[src/hdl/voxel_exposure_scan_top_macros.svh]
// Assertion macros for the files that check their own behaviour.
`ifndef VOXEL_EXPOSURE_SCAN_TOP_MACROS_SVH
`define VOXEL_EXPOSURE_SCAN_TOP_MACROS_SVH

// The consequent must hold in the same cycle as the antecedent.
`define VES_ASSERT_NOW(label, clk, rstn, ante, cons, msg) \
    label: assert property (@(posedge clk) disable iff (!(rstn)) (ante) |-> (cons)) \
        else $error(msg);

// The consequent must hold in the cycle after the antecedent.
`define VES_ASSERT_NEXT(label, clk, rstn, ante, cons, msg) \
    label: assert property (@(posedge clk) disable iff (!(rstn)) (ante) |=> (cons)) \
        else $error(msg);

`endif

[src/hdl/ves_pkg.sv]
package ves_pkg;

    localparam int EDGE_DEF    = 16;
    localparam int ID_BITS_DEF = 16;
    localparam int COORD_W     = 4;
    localparam int ID_W        = 16;
    localparam int CMD_W       = 2;
    localparam int STEP_W      = 2;

    localparam logic [CMD_W-1:0] CMD_WRITE = 2'd0;
    localparam logic [CMD_W-1:0] CMD_READ  = 2'd1;
    localparam logic [CMD_W-1:0] CMD_SCAN  = 2'd2;

    // Read steps of one voxel: which neighbours the two RAM ports fetch.
    localparam logic [STEP_W-1:0] STEP_C_XP  = 2'd0;
    localparam logic [STEP_W-1:0] STEP_XM_YP = 2'd1;
    localparam logic [STEP_W-1:0] STEP_YM_ZP = 2'd2;
    localparam logic [STEP_W-1:0] STEP_ZM    = 2'd3;

    typedef struct packed {
        logic              load;
        logic              clr_en;
        logic              rd_en;
        logic [STEP_W-1:0] rd_step;
        logic              cap_en;
        logic [STEP_W-1:0] cap_step;
        logic              emit;
        logic              z_inc;
    } ves_cmd_t;

    typedef struct packed {
        logic clr_done;
        logic out_free;
        logic last_voxel;
    } ves_stat_t;

endpackage

[src/hdl/ves_ctrl.sv]
module ves_ctrl (
    input  logic                          aclk,
    input  logic                          aresetn,
    input  logic                          s_valid,
    input  logic [ves_pkg::CMD_W-1:0]     s_cmd,
    output logic                          s_ready,
    input  ves_pkg::ves_stat_t            stat,
    output ves_pkg::ves_cmd_t             cmd
);

    localparam logic [2:0] ST_CLR  = 3'd0;
    localparam logic [2:0] ST_IDLE = 3'd1;
    localparam logic [2:0] ST_RD0  = 3'd2;
    localparam logic [2:0] ST_RD1  = 3'd3;
    localparam logic [2:0] ST_RD2  = 3'd4;
    localparam logic [2:0] ST_RD3  = 3'd5;
    localparam logic [2:0] ST_FIN  = 3'd6;
    localparam logic [2:0] ST_EMIT = 3'd7;

    logic [2:0] state_reg;
    logic [2:0] state_next;

    always_ff @(posedge aclk) begin
        if (!aresetn) begin
            state_reg <= ST_CLR;
        end else begin
            state_reg <= state_next;
        end
    end

    always_comb begin
        state_next   = state_reg;
        s_ready      = 1'b0;
        cmd          = '0;
        unique case (state_reg)
            ST_CLR: begin
                cmd.clr_en = 1'b1;
                if (stat.clr_done) begin
                    state_next = ST_IDLE;
                end
            end
            ST_IDLE: begin
                s_ready = 1'b1;
                if (s_valid) begin
                    cmd.load = 1'b1;
                    if (s_cmd == ves_pkg::CMD_READ || s_cmd == ves_pkg::CMD_SCAN) begin
                        state_next = ST_RD0;
                    end
                end
            end
            ST_RD0: begin
                cmd.rd_en   = 1'b1;
                cmd.rd_step = ves_pkg::STEP_C_XP;
                state_next  = ST_RD1;
            end
            ST_RD1: begin
                cmd.rd_en    = 1'b1;
                cmd.rd_step  = ves_pkg::STEP_XM_YP;
                cmd.cap_en   = 1'b1;
                cmd.cap_step = ves_pkg::STEP_C_XP;
                state_next   = ST_RD2;
            end
            ST_RD2: begin
                cmd.rd_en    = 1'b1;
                cmd.rd_step  = ves_pkg::STEP_YM_ZP;
                cmd.cap_en   = 1'b1;
                cmd.cap_step = ves_pkg::STEP_XM_YP;
                state_next   = ST_RD3;
            end
            ST_RD3: begin
                cmd.rd_en    = 1'b1;
                cmd.rd_step  = ves_pkg::STEP_ZM;
                cmd.cap_en   = 1'b1;
                cmd.cap_step = ves_pkg::STEP_YM_ZP;
                state_next   = ST_FIN;
            end
            ST_FIN: begin
                cmd.cap_en   = 1'b1;
                cmd.cap_step = ves_pkg::STEP_ZM;
                state_next   = ST_EMIT;
            end
            ST_EMIT: begin
                if (stat.out_free) begin
                    cmd.emit = 1'b1;
                    if (stat.last_voxel) begin
                        state_next = ST_IDLE;
                    end else begin
                        cmd.z_inc  = 1'b1;
                        state_next = ST_RD0;
                    end
                end
            end
            default: begin
                state_next = ST_CLR;
            end
        endcase
    end

endmodule

[config.mk]
export PLATFORM = sky130hd
export DESIGN_NAME = ves_ctrl
export DESIGN_NICKNAME = d
export VERILOG_FILES = /design/src/hdl/voxel_exposure_scan_top_macros.svh /design/src/hdl/ves_pkg.sv /design/src/hdl/ves_ctrl.sv
export SDC_FILE = /design/constraint.sdc
export NUM_CORES = 1
export LEC_CHECK = 0
export ABC_AREA = 0
export BUFFER_PORTS_ARGS = -buffer_cell sky130_fd_sc_hd__buf_2
export CAP_MARGIN = 40
export CORE_AREA = 2 2 39 41
export DETAILED_ROUTE_END_ITERATION = 10
export DIE_AREA = 0 0 41 43
export SYNTH_ARGS = -nofsm -noshare
export SYNTH_HDL_FRONTEND = slang
export SYNTH_SLANG_ARGS = --single-unit
[constraint.sdc]
create_clock -name aclk -period 1.5 [get_ports aclk]
set_clock_uncertainty 0.2 [all_clocks]
set_input_delay 0.3 -clock aclk [delete_from_list [all_inputs] [get_ports aclk]]
set_output_delay 0.3 -clock aclk [all_outputs]
set_load 0.02 [all_outputs]
# Word-level counts from Yosys, hierarchy flattened
# Cells that the tools add are included.
# Widths: inputs -> output; s select.
# totals
reg_bits,3
out_inout_bits,11
word_cells,32
# classes
eq_ne,13
mux,15
n_reduce_logical,3
# ops
cell,count
$pmux 3 s4,2
$pmux 3 s8,1
$eq 3x3->1 const B,4
$mux 3,4
$ne 2x2->1 const B,4
$eq 3x2->1 const B,2
$mux 2,3
$mux 1,5
$reduce_and 4->1,1
$eq 3x1->1 const B,1
$logic_not 3->1,1
$eq 2x1->1 const B,1
$eq 2x2->1 const B,1
$logic_or 1x1->1,1

# Logic depth before layout (Yosys ltp)
# Gate-level depths: netlist of run 1.
# depth
ltp_word,5
mapped_depth,4
depth_no_buf,3

# Worst setup path after synthesis of run 1
# No wires, ideal clock.
# synth_path
path_kind,reg2out
from,register state_reg[2]
to,output cmd[5] in the netlist's numbering
t_arrival_ns,1.236
required_ns,1.000
setup_slack_ns,-0.236
path_stages_with_launch,4
n_path_buf,1
path_cell_list,dfxtp_1 -> buf_4 -> xor2_1 -> and2_1
# synth_lines
item,line_no,rtl
from (decl),ves_ctrl.sv:20,logic [2:0] state_reg;
from (signal assigned),ves_ctrl.sv:27,state_reg <= state_next;
to (decl),ves_ctrl.sv:8,output ves_pkg::ves_cmd_t cmd

==> reports/metrics.yaml, run 1 <==
synth_top_family_by_area: "simple AND/OR/NAND/NOR gates"
synth_cell_types: 20
clock_sinks: 3
fin_crit_ps: 1630
reg2reg_from: "state_reg[1]$_SDFFE_PN0P_"
clock_path_buffers: 2
clock_latency_ps: 230
chipWidth_um: 41
synthTopCellsByArea: "dfxtp_1 (21%), xor2_1 (9.2%), and2_1 (8.8%), buf_6 (7.9%), o211a_1 (7.0%)"
end_kind: "output port"
violations: "negative setup slack"
hp-class: "input pin to register"
antennaDiodeCount: 0
drt_first_pass_iters: 2
rr_worst_depth: 6
synth_top_cell_area_share_pct: 21.1
syn_area_um2: 285
grt_pass1_wl_um: 1280
area_growth_pct: 125
first_iter_violations: 1
io_buffers: 18
io_pins: 19
reg2reg_to: "state_reg[1]$_SDFFE_PN0P_"
synthAdderAreaFrac_pct: 0
layout_common_cells: "buf_6 (15), buf_2 (10), buf_4 (6)"
crit_top_cell: "buf_6"
drt_wl_total_um: 897
synthXorXnorAreaFrac_pct: 12.3
cp-start-kind: "register"
largest_reg_flops: 3
ant_nets: 0
power.leakage_nw: 0.328
avgSynthCellArea_um2: 8.39
coreArea_um2: 1380
dieArea_um2: 1760
yosys_warnings: 0
finalWeightedCongestion: 0.805
path_class: "register to output port"
drv_slew: 0
drc: 0
final-seq-area_um2: 66.3
layout.nets: 75
fmax_mhz: 613
grt_setup_unrepaired: "true"
die_h_um: 43
cts.clk_slew.worst_paths_ps: 40
worst_ir_drop_vdd_uv: 499
viasPerCell: 4.18
hp-start: "aresetn"
worst_slack_ps: -130
reg2reg_slack_ps: 50
fin_crit_sh_pct: 109
synth_mux_area_share_pct: 0
holdWs_ps: 126
cts_buffers: 3
power_density_nw_per_um2: 841
max-slew-margin-rel_pct: 82.1
place_area_um2: 432
cts_tree: "yes"
finalSetupViolCount: 10
multi_input_area_um2: 256
stdcell_area_um2: 641
placementRows: 14
cp_max_fo: 3
post_drt_wl_per_cell_um: 10.9
cts_root_buf: "clkbuf_4"
htree_levels: 1
holdPathStages: 2
fillers: 145
max-cap-violations: 0
final_common_cell: "buf_6"
crit_path_top_delay_cell: "dfxtp_2"
finalHoldViolations: 0
synth_compound_area_share_pct: 18.9
ys_ff_latch: 3
grt_pass1_vias: 338
status: "finished with violations"
hold_buffers: 0
vias: 343
grt_max_degree: 6
synth_seq_area_share_pct: 21.1
synth_simple_gate_area_share_pct: 34.6
grt_overflow: 0
worst_pin_slew_ps: 267
synth_top_cell_by_area: "dfxtp_1"
synth_nets: 42
crit_arrival_ps: 1130
hpwl_um: 568
layout-drive-gt1-share_pct: 72.7
start_util_pct: 20.6
hold_end: "state_reg[0]$_SDFFE_PN0P_"
grt_use_total_pct: 11.0
antenna_found_initial: 0
path_cells: "buf_6, xor2_4, and2_4, buf_6"
crit_required_ps: 1000
slowest_delay_ps: 350
synth_cells: 34
[metal layers]
metal | up-vias | GRT usage (%) | wire [µm]
met1 | 155 | 10.9 | 349
met3 | 0 | 1.57 | 61
met2 | 13 | 19.1 | 486
li1 | 175 | - | -
met5 | - | 0 | 0
met4 | 0 | 8.00 | 0
[synth_stat cells]
cell and number:
buf_6 2, nor3_1 1, nand3_1 1, nand2_1 2, a21oi_1 1, and2_1 4, xnor2_1 1, dfxtp_1 3
nor2_1 1, xor2_1 3, nor2b_1 3, o31ai_1 1, nor3b_4 1, nand4b_1 1, o21ai_0 2, nand2b_1 1
inv_1 2, o211a_1 2, a21boi_2 1, buf_4 1
[metrics by stage]
stage	util, %	setup WS [ps]	cells	TNS [ps]	power (mW)
2_1_floorplan	-	-28.6	34	-68.9	0.241
3_3_place_gp	31.2	56.3	71	0	0.295
3_5_place_dp	31.2	38.1	71	0	0.299
4_1_cts	41.7	-143	79	-818	0.513
5_1_grt	46.3	-172	82	-1150	0.563
6_report	46.3	-130	82	-774	0.539
[how the worst max path moves through the flow]
stage                                    startpoint                         to  slack (ps)
final                     state_reg[1]$_SDFFE_PN0P_                     cmd[5]        -130
after CTS                 state_reg[1]$_SDFFE_PN0P_                     cmd[9]        -140
after floorplan           state_reg[1]$_SDFFE_PN0P_  state_reg[0]$_SDFFE_PN0P_         -30
after detailed placement  state_reg[1]$_SDFFE_PN0P_                     cmd[9]          40
after global placement    state_reg[1]$_SDFFE_PN0P_                     cmd[5]          60
after global routing      state_reg[1]$_SDFFE_PN0P_                     cmd[9]        -170
[area by class of cell]
type	instances	share of cell area, %
tap	16	3.13
inverter	2	1.17
clock buffer	4	4.10
multi-input combinational	26	40.0
sequential	3	10.4
timing repair buffer	31	41.2
[repair_timing]
| item | CTS | global route |
|---|---|---|
| pin swaps | 8 | 7 |
| buffers inserted | 4 | 3 |
| hold endpoints to repair | 0 | 0 |
| resized for setup | 30 | 10 |
| setup endpoints to repair | 10 | 10 |
[critical path, delay by kind of cell, from the launching register on]
| kind | cells | cell delay, ps |
|---|---|---|
| xor+xnor | 1 | 160 |
| buf+inv | 2 | 240 |
| flops | 1 | 350 |
| simple gates | 1 | 150 |
[logic make-up (layout without fill, tap and decap cells)]
family          Yosys count  count (layout)
compound gates            7               7
xor+xnor                  4               4
buf+inv                   5              37
flops                     3               3
simple gates             15              15
[where the power goes]
group | leakage (nW) | internal (mW) | switching, mW
Combinational | 0.287 | 0.161 | 0.132
Sequential | 0.0261 | 0.0928 | 0.0114
Clock | 0.0150 | 0.0998 | 0.0420
Note: power is estimated with default switching activity, not from simulation.
==> run 2: changes to the inputs <==
--- a/config.mk
+++ b/config.mk
@@ -6,11 +6,11 @@
 export NUM_CORES = 1
 export LEC_CHECK = 0
 export ABC_AREA = 0
-export BUFFER_PORTS_ARGS = -buffer_cell sky130_fd_sc_hd__buf_2
 export CAP_MARGIN = 40
 export CORE_AREA = 2 2 39 41
 export DETAILED_ROUTE_END_ITERATION = 10
 export DIE_AREA = 0 0 41 43
+export DONT_BUFFER_PORTS = 1
 export SYNTH_ARGS = -nofsm -noshare
 export SYNTH_HDL_FRONTEND = slang
 export SYNTH_SLANG_ARGS = --single-unit
==> reports/metrics.yaml, run 2 (synthesis results as in run 1) <==
die_h_um: 43
htree_levels: 1
crit_arrival_ps: 1110
largest_reg_flops: 3
grt_overflow: 0
violations: "negative setup slack"
cp_max_fo: 8
grt_setup_unrepaired: "true"
worst_ir_drop_vdd_uv: 605
io_buffers: 0
power_density_nw_per_um2: 917
clock_latency_ps: 230
coreArea_um2: 1380
p_total_uw: 470
place_area_um2: 399
final_common_cell: "buf_4"
status: "finished with violations"
antennaDiodeCount: 0
area_growth_pct: 79.8
fillers: 148
path_cells: "buf_12, nor3b_4, and2_4"
cts_root_buf: "clkbuf_4"
clock_sinks: 3
worst_pin_slew_ps: 168
end_kind: "output port"
fmax_mhz: 621
crit_required_ps: 1000
drt_first_pass_iters: 1
max-cap-violations: 0
drc: 0
antenna_found_initial: 0
power.leakage_nw: 0.246
cts_tree: "yes"
ant_nets: 0
max-slew-margin-rel_pct: 88.7
hpwl_um: 485
drt_wl_total_um: 664
finalHoldViolations: 0
layout.nets: 61
grt_use_total_pct: 8.73
stdcell_area_um2: 513
post_drt_wl_per_cell_um: 9.76
layout-drive-gt1-share_pct: 63.5
grt_pass1_vias: 244
worst_slack_ps: -110
grt_max_degree: 9
cts.clk_slew.worst_paths_ps: 40
finalSetupViolCount: 8
chipWidth_um: 41
dieArea_um2: 1760
first_iter_violations: 0
cp-start-kind: "register"
hp-class: "input pin to register"
cts_buffers: 3
clock_path_buffers: 2
viasPerCell: 4.24
vias: 288
grt_pass1_wl_um: 979
path_class: "register to output port"
crit_path_top_delay_cell: "dfxtp_4"
slowest_delay_ps: 340
io_pins: 19
finalWeightedCongestion: 0.724
drv_slew: 0
fin_crit_sh_pct: 107
fin_crit_ps: 1610
layout_common_cells: "buf_4 (12), and2_4 (4), nor2b_1 (3), clkbuf_4 (3), buf_6 (3)"
placementRows: 14
start_util_pct: 20.6
[run 2: worst paths after layout]
kind	startpoint	end	slack [ps]	cells after the start
worst max-delay path	state_reg[2]$_SDFFE_PN0P_	cmd[9]	-110	3
worst min-delay path	aresetn	state_reg[1]$_SDFFE_PN0P_	30	2
worst max register to register	state_reg[2]$_SDFFE_PN0P_	state_reg[0]$_SDFFE_PN0P_	180	4
worst min register to register	state_reg[0]$_SDFFE_PN0P_	state_reg[0]$_SDFFE_PN0P_	390	2
[run 2: timing repair]
item                                    in CTS  in global routing
hold endpoints to repair                     2                  0
pin swaps                                    3                  8
hold buffers                                 1                  0
resized for setup                           13                  5
endpoints found under the setup margin      11                 11
buffers inserted                             2                  2
[run 2: critical path: cells and delay by family, from the launching register on]
family        cells  cell delay [ps]
simple gates      2              390
flops             1              340
buf+inv           1              140
[run 2: area by class of cell]
type / count / area, µm² / share of cell area, %
inverter: 2 / 7.51 / 1.46
sequential: 3 / 68.8 / 13.4
tap: 16 / 20.0 / 3.90
timing repair buffer: 17 / 154 / 30.0
multi-input combinational: 26 / 236 / 46.1
clock buffer: 4 / 26.3 / 5.12
[run 2: stage by stage]
stage	utilization (%)	cells	setup slack [ps]	hold WS, ps	setup TNS [ps]
after detailed placement	28.8	59	60.7	240	0
final	37.1	68	-110	27.8	-541
after global placement	28.8	59	80.9	236	0
after floorplan	-	34	-28.6	233	-68.9
after CTS	34.7	66	-145	25.4	-734
after global routing	37.1	68	-186	41.3	-1130
[run 2: per-layer routing]
layer  part of all wire, %  GRT usage (%)
met2                    44           11.6
met3                    12           5.24
met5                     0              0
met4                     0           6.00
met1                    43           9.94
[run 2: where the power goes]
part | leakage (nW) | switching [mW] | internal, mW
clock network | 0.0150 | 0.0422 | 0.0997
registers | 0.0264 | 0.0133 | 0.0920
logic | 0.204 | 0.105 | 0.118
==> run 3: changes to the inputs <==
--- a/config.mk
+++ b/config.mk
@@ -8,6 +8,7 @@
 export ABC_AREA = 0
 export CAP_MARGIN = 40
 export CORE_AREA = 2 2 39 41
+export CTS_BUF_LIST = sky130_fd_sc_hd__clkbuf_4 sky130_fd_sc_hd__clkbuf_8 sky130_fd_sc_hd__clkbuf_16
 export DETAILED_ROUTE_END_ITERATION = 10
 export DIE_AREA = 0 0 41 43
 export DONT_BUFFER_PORTS = 1
==> reports/metrics.yaml, run 3 (synthesis results as in run 1) <==
status: "finished with violations"
violations: "negative setup slack"
stdcell_area_um2: 517
hpwl_um: 485
largest_reg_flops: 3
layout_common_cells: "buf_4 (12), and2_4 (4), clkbuf_4 (4)"
cts.clk_slew.worst_paths_ps: 40
crit_buf_inv: 1
layout-drive-gt1-share_pct: 65.4
cp_max_fo: 8
cts_tree: "yes"
crit_path_top_delay_cell: "dfxtp_4"
grt_pass1_wl_um: 986
drt_first_pass_iters: 1
clock_path_buffers: 2
crit_arrival_ps: 1110
clock_latency_ps: 230
end_kind: "output port"
worst_pin_slew_ps: 168
grt_pass1_vias: 246
fin_crit_ps: 1610
path_cells: "buf_12, nor3b_4, and2_4"
start_util_pct: 20.6
reg2reg_from: "state_reg[2]$_SDFFE_PN0P_"
path_class: "register to output port"
hp-class: "input pin to register"
chipWidth_um: 41
grt_overflow: 0
finalWeightedCongestion: 0.724
drv_slew: 0
drc: 0
vias: 288
die_h_um: 43
cp-start-kind: "register"
worst_ir_drop_vdd_uv: 605
grt_setup_unrepaired: "true"
dieArea_um2: 1760
drt_wl_total_um: 664
ant_nets: 0
worst_slack_ps: -110
coreArea_um2: 1380
cts_root_buf: "clkbuf_4"
max-cap-violations: 0
clock_sinks: 3
cts_buffers: 3
antenna_found_initial: 0
viasPerCell: 4.24
power_density_nw_per_um2: 946
path_delay_family: "simple AND/OR/NAND/NOR gates"
fmax_mhz: 621
layout.nets: 61
io_buffers: 0
antennaDiodeCount: 0
max-slew-margin-rel_pct: 88.7
final_common_cell: "buf_4"
fin_crit_sh_pct: 107
endpoint: "cmd[9]"
post_drt_wl_per_cell_um: 9.76
io_pins: 19
htree_levels: 1
crit_cells: 3
area_growth_pct: 81.1
place_area_um2: 399
grt_max_degree: 9
slowest_delay_ps: 340
first_iter_violations: 0
crit_required_ps: 1000
placementRows: 14
reg2reg_to: "state_reg[0]$_SDFFE_PN0P_"
grt_use_total_pct: 8.73
critPathLaunch: "state_reg[2]$_SDFFE_PN0P_"
power.leakage_nw: 0.249
reg2reg_slack_ps: 180
finalHoldViolations: 0
finalSetupViolCount: 8
fin_setup_tns_ps: -541
rr_worst_depth: 4
holdWs_ps: 27.8
[run 3: cell count changes in the layout (fill, tap and decap cells not counted)]
cell / change
clkbuf_4: +1
clkbuf_1: -1
[run 3: timing repair]
action                                  in CTS  in global routing
endpoints found under the hold margin        2                  0
hold buffers                                 1                  0
buffers inserted                             2                  2
resized for setup                           13                  5
endpoints found under the setup margin      11                 11
pin swaps                                    3                  8
[run 3: metrics by stage]
stage | power [mW] | instances | setup WS (ps) | utilization [%]
after CTS | 0.489 | 66 | -145 | 35.0
after global placement | 0.293 | 59 | 80.9 | 28.8
after floorplan | 0.241 | 34 | -28.6 | -
after detailed placement | 0.296 | 59 | 60.7 | 28.8
final | 0.489 | 68 | -110 | 37.3
after global routing | 0.534 | 68 | -186 | 37.3
[run 3: layout make-up]
type,count,area [µm²]
clock buffers,4,30.0
fillers,146,867
inverters,2,7.51
multi-input cells,26,236
flip-flops and latches,3,68.8
well taps,16,20.0
repair buffers,17,154
[run 3: worst min-delay path by stage]
| stage | from | to | cells past startpoint |
|---|---|---|---|
| floorplan | aresetn | state_reg[0]$_SDFFE_PN0P_ | 1 |
| CTS | aresetn | state_reg[1]$_SDFFE_PN0P_ | 2 |
| detailed placement | aresetn | state_reg[2]$_SDFFE_PN0P_ | 1 |
| finish | aresetn | state_reg[1]$_SDFFE_PN0P_ | 2 |
| global placement | aresetn | state_reg[0]$_SDFFE_PN0P_ | 1 |
| global route | aresetn | state_reg[1]$_SDFFE_PN0P_ | 2 |
[run 3: layer usage]
metal  GRT usage, %  share of wire, %  vias up
met5              0                 0        -
met4           6.00                 0        0
met3           5.24                12        0
met2           11.6                44       16
met1           9.94                43      122
li1               -                 -      150
[run 3: power by group]
part / switching, mW / internal [mW] / leakage [nW]
registers: 0.0133 / 0.0920 / 0.0264
clock network: 0.0424 / 0.118 / 0.0184
logic: 0.105 / 0.118 / 0.204
total: 0.160 / 0.328 / 0.249
